`src/design/float32_reciprocal_sqrt_defines.svh`:
```
// Assertion macros for the reciprocal square root pipeline.
// Used by the top level only; expects aclk and aresetn in scope.
`ifndef FLOAT32_RECIPROCAL_SQRT_DEFINES_SVH
`define FLOAT32_RECIPROCAL_SQRT_DEFINES_SVH

// Consequent must hold in the same cycle as the antecedent.
`define FRSQ_ASSERT_SAME(name, ante, cons) \
    name: assert property (@(posedge aclk) disable iff (!aresetn) (ante) |-> (cons)) \
        else $error("frsq check failed");

// Consequent must hold in the cycle after the antecedent.
`define FRSQ_ASSERT_NEXT(name, ante, cons) \
    name: assert property (@(posedge aclk) disable iff (!aresetn) (ante) |=> (cons)) \
        else $error("frsq check failed");

`endif

```
`src/design/frsq_pkg.sv`:
```
// Shared types, constants and helpers for the reciprocal square root pipeline.
// No dependencies.
`default_nettype none

package frsq_pkg;

    localparam int SqrtSteps = 26;
    localparam int DivSteps  = 28;

    localparam logic [31:0] QuietBit = 32'h0040_0000;
    localparam logic [31:0] CanonNan = 32'h7FC0_0000;
    localparam logic [31:0] PosInf   = 32'h7F80_0000;
    localparam logic [31:0] NegInf   = 32'hFF80_0000;
    localparam logic [31:0] PosZero  = 32'h0000_0000;

    // Side data that travels with every request.
    typedef struct packed {
        logic               special;
        logic [31:0]        spec_val;
        logic signed [9:0]  ex;
    } tag_t;

    // Leading zero count of a 24-bit word; a zero input gives zero.
    function automatic logic [4:0] clz24(input logic [23:0] v);
        logic [4:0] n;
        n = 5'd0;
        for (int i = 0; i < 24; i++) begin
            if (v[i]) begin
                n = 5'(23 - i);
            end
        end
        return n;
    endfunction

endpackage

`default_nettype wire

```
`src/design/frsq_sqrt_step.sv`:
```
// One registered step of the bit-pair integer square root recurrence.
// Depends on frsq_pkg.
`default_nettype none

module frsq_sqrt_step (
    input  wire                 aclk,
    input  wire                 aresetn,
    input  wire                 en,
    input  wire                 in_valid,
    input  wire frsq_pkg::tag_t in_tag,
    input  wire [51:0]          in_rad,
    input  wire [27:0]          in_rem,
    input  wire [25:0]          in_root,
    output logic                out_valid,
    output frsq_pkg::tag_t      out_tag,
    output logic [51:0]         out_rad,
    output logic [27:0]         out_rem,
    output logic [25:0]         out_root
);

    logic [29:0] rem_sh;
    logic [29:0] trial;
    logic [29:0] diff;
    logic        ge;

    assign rem_sh = {in_rem, in_rad[51:50]};
    assign trial  = {2'b00, in_root, 2'b01};
    assign ge     = rem_sh >= trial;
    assign diff   = ge ? (rem_sh - trial) : rem_sh;

    always_ff @(posedge aclk) begin
        if (!aresetn) begin
            out_valid <= 1'b0;
        end else if (en) begin
            out_valid <= in_valid;
        end
    end

    always_ff @(posedge aclk) begin
        if (en) begin
            out_tag  <= in_tag;
            out_rad  <= {in_rad[49:0], 2'b00};
            out_rem  <= diff[27:0];
            out_root <= {in_root[24:0], ge};
        end
    end

endmodule

`default_nettype wire

```
`config.mk`:
```
export PLATFORM = sky130hd
export DESIGN_NAME = frsq_sqrt_step
export DESIGN_NICKNAME = d
export VERILOG_FILES = /design/src/design/float32_reciprocal_sqrt_defines.svh /design/src/design/frsq_pkg.sv /design/src/design/frsq_sqrt_step.sv
export SDC_FILE = /design/constraint.sdc
export NUM_CORES = 1
export LEC_CHECK = 0
export ABC_AREA = 1
export BUFFER_PORTS_ARGS = -buffer_cell sky130_fd_sc_hd__buf_2
export CELL_PAD_IN_SITES_DETAIL_PLACEMENT = 0
export CELL_PAD_IN_SITES_GLOBAL_PLACEMENT = 1
export CORE_UTILIZATION = 36
export DETAILED_ROUTE_END_ITERATION = 7
export PLACE_DENSITY_LB_ADDON = 0.3
export RECOVER_POWER = 100
export SLEW_MARGIN = 20
export SYNTH_ARGS = -nofsm -noshare
export SYNTH_HDL_FRONTEND = slang
export SYNTH_SLANG_ARGS = --single-unit
export TNS_END_PERCENT = 100
```
`constraint.sdc`:
```
create_clock -name aclk -period 2.1 [get_ports aclk]
set_clock_uncertainty 0.2 [all_clocks]
set_input_delay 0.105 -clock aclk [delete_from_list [all_inputs] [get_ports aclk]]
set_output_delay 0.105 -clock aclk [all_outputs]
set_load 0.02 [all_outputs]
```
==> out/qor.yml <==
power_and_ir_drop:
  power_density_mw_per_mm2: 751
  vdd_drop_max_mv: 0.549
  power_uw: 8480
  p_leak_uw: 0.00526
yosys:
  synth-simple-area-share: 0.203
  synth_area_mm2: 0.00725
  avgSynthCellArea_um2: 10.1
  post_synth_fa_ha_maj_area_fraction: 0.0483
  ys_seq_area_frac: 0.612
  syn_inst: 719
  yosysWarnings: 0
  muxShareOfSynthArea: 0
  synth_edf_count: 147
  synth-async-reset-ratio: 0
  synth-compound-area-share: 0.0335
  ys_types: 34
  synth_top_family_by_area: "simple AND/OR/NAND/NOR gates"
  ys.flop_type: "edfxtp_1"
  synth_xor_area_frac: 0.0145
  synth_seq_cells: 148
cells_and_area:
  utilization: 0.577
  final_common_cell: "nand2_1"
  final_cell_mix: "226 x nand2_1, 163 x clkbuf_1, 150 x dlygate4sd3_1"
  drive_above_1_share: 0.215
  syn_to_final_growth_pct: 55.8
  fillers: 1793
  diodes: 0
  nets: 1409
clocking:
  clockRootBuffer: "clkbuf_16"
  cts_buffers: 17
  cts_tree: "yes"
  cts_buffer_depth: 2
  insertion_delay_ps: 410
  clock_sink_count: 148
  post_cts_buffers: 0
  path_clk_slew_ps: 70
  htree_num_levels: 4
floorplanning:
  row_count: 51
  ios: 303
  die_x_um: 144
  die-area_mm2: 0.0207
  core_area_mm2: 0.0196
  die_h_um: 144
  start_util: 0.370
placed_design:
  post-place-ws_ps: -65.4
  gp_congestion: 0.863
  dp_hpwl_mm: 16.9
  io_buffer_count: 300
detailed_routing:
  drt-total-wl_mm: 23.8
  drc: 0
  drt_iter0_markers: 253
  viasPerCell: 4.39
  ant_nets: 0
  post_drt_wl_per_cell_um: 15.8
  vias: 6607
  drt-pass1-iter-count: 4
timing:
  worst_pin_slew_ps: 667
  fmax_mhz: 494
  setup_viol: 0
  slew_viol_final: 0
  fin_crit_ps: 2030
  whs_ps: 129
  setup_ws_ps: 73.7
  finalHoldViolCount: 0
  maxSlewHeadroom: 0.555
  fin_crit_sh: 0.965
global_routing:
  grt_usage: 0.232
  overflow: 0
  antenna_found_initial: 2
  grt_pass1_vias: 6624
  grt_max_degree: 47
  grt_pass1_wl_mm: 35.5
critical_path:
  worstPathMaxFanout: 20
  startpoint_type: "input port"
  cp-end-kind: "flip-flop"
  required_ps: 2070
  arrival_ps: 2000
  path_class: "input port to flip-flop"
run_status:
  outcome: "finished clean"
run:
  cap_violations: 0
worst_hold_path:
  worstHoldPathType: "input port to flip-flop"
## power by group
| part | total [µW] | internal [µW] | leakage [µW] | switching [µW] |
|---|---|---|---|---|
| sequential | 3650 | 3570 | 0.00145 | 73.9 |
| combinational | 1900 | 740 | 0.00354 | 1160 |
| clock | 2930 | 1580 | 0.000274 | 1350 |
## stage by stage
| stage | TNS (ps) | instance area (µm²) | instances |
|---|---|---|---|
| global placement | -278 | 9440 | 1324 |
| finish | 0 | 11300 | 1506 |
| floorplan | 0 | 7250 | 720 |
| detailed placement | -1190 | 9440 | 1324 |
| CTS | 0 | 11500 | 1504 |
| global route | -9.70 | 11300 | 1506 |
## logic make-up after synthesis
group,after synthesis
flip-flops,148
AND/OR/NAND/NOR,332
adder cells (fa/ha/maj),28
buffers and inverters,161
AO/OA/AOI/OAI,37
XOR/XNOR,12
other,1
## layout make-up
type | instances | area, µm² | share of cell area
Multi-Input combinational cell | 411 | 2190 | 0.194
Timing Repair Buffer | 498 | 3200 | 0.283
Clock buffer | 18 | 429 | 0.0380
Inverter | 152 | 571 | 0.0505
Sequential cell | 148 | 4430 | 0.393
Clock inverter | 14 | 140 | 0.0124
Tap cell | 265 | 332 | 0.0294
## worst max-delay path, cell delays in order
cell and delay (ps):
dlygate4sd3_1 520, buf_2 110, inv_1 40, ha_2 370
inv_1 70, nor3_1 170, nand2_1 70, nand2_1 110
a21oi_4 50, nand3_4 110, buf_8 200, o21ai_2 70
## metal layers
layer  GRT usage  vias up  wire length (µm)
met5           0        -                24
met4       0.120        4               945
met3      0.0487       49              1410
met2       0.410      217             12000
met1       0.263     3004              9430
li1            -     3333                 -
## repair_timing
item	4_1_cts	5_1_grt
hold buffers	148	2
resized for setup	0	4
endpoints found under the setup margin	0	28
hold endpoints to repair	170	1
## state kept, by name (all words and copies together) (netlist names)
register	cells
out_rad	50
out_tag	43
out_valid	1
out_root	26
out_rem	28
## final timing paths
kind / end / slack, ps / depth (start not counted) / from
hold / removal: out_rem[27] / 130 / 5 / in_rem[25]
setup / recovery: out_rem[3] / 70 / 12 / in_root[24]
setup reg to reg: out_valid / 720 / 3 / out_valid
hold reg to reg: out_valid / 890 / 3 / out_valid
## synth_stat cells (2+ instances only)
cell type	number	share of area
a21oi_1	14	0.0097
and2_1	2	0.0017
buf_4	2	0.0021
buf_6	4	0.0062
clkbuf_1	3	0.0016
clkinv_1	2	0.0010
edfxtp_1	147	0.61
ha_1	28	0.048
inv_1	140	0.073
inv_2	10	0.0052
nand2_1	226	0.12
nand2_2	5	0.0043
nand3_1	27	0.019
nand3_2	9	0.012
nand3b_1	3	0.0031
nand4_1	19	0.016
nor2_1	28	0.015
nor2_2	6	0.0052
nor3_2	2	0.0028
o21ai_0	3	0.0021
o21ai_1	6	0.0041
o21ai_2	11	0.013
xnor2_1	2	0.0024
xor2_1	10	0.012
Note: power is estimated with default switching activity, not from simulation.
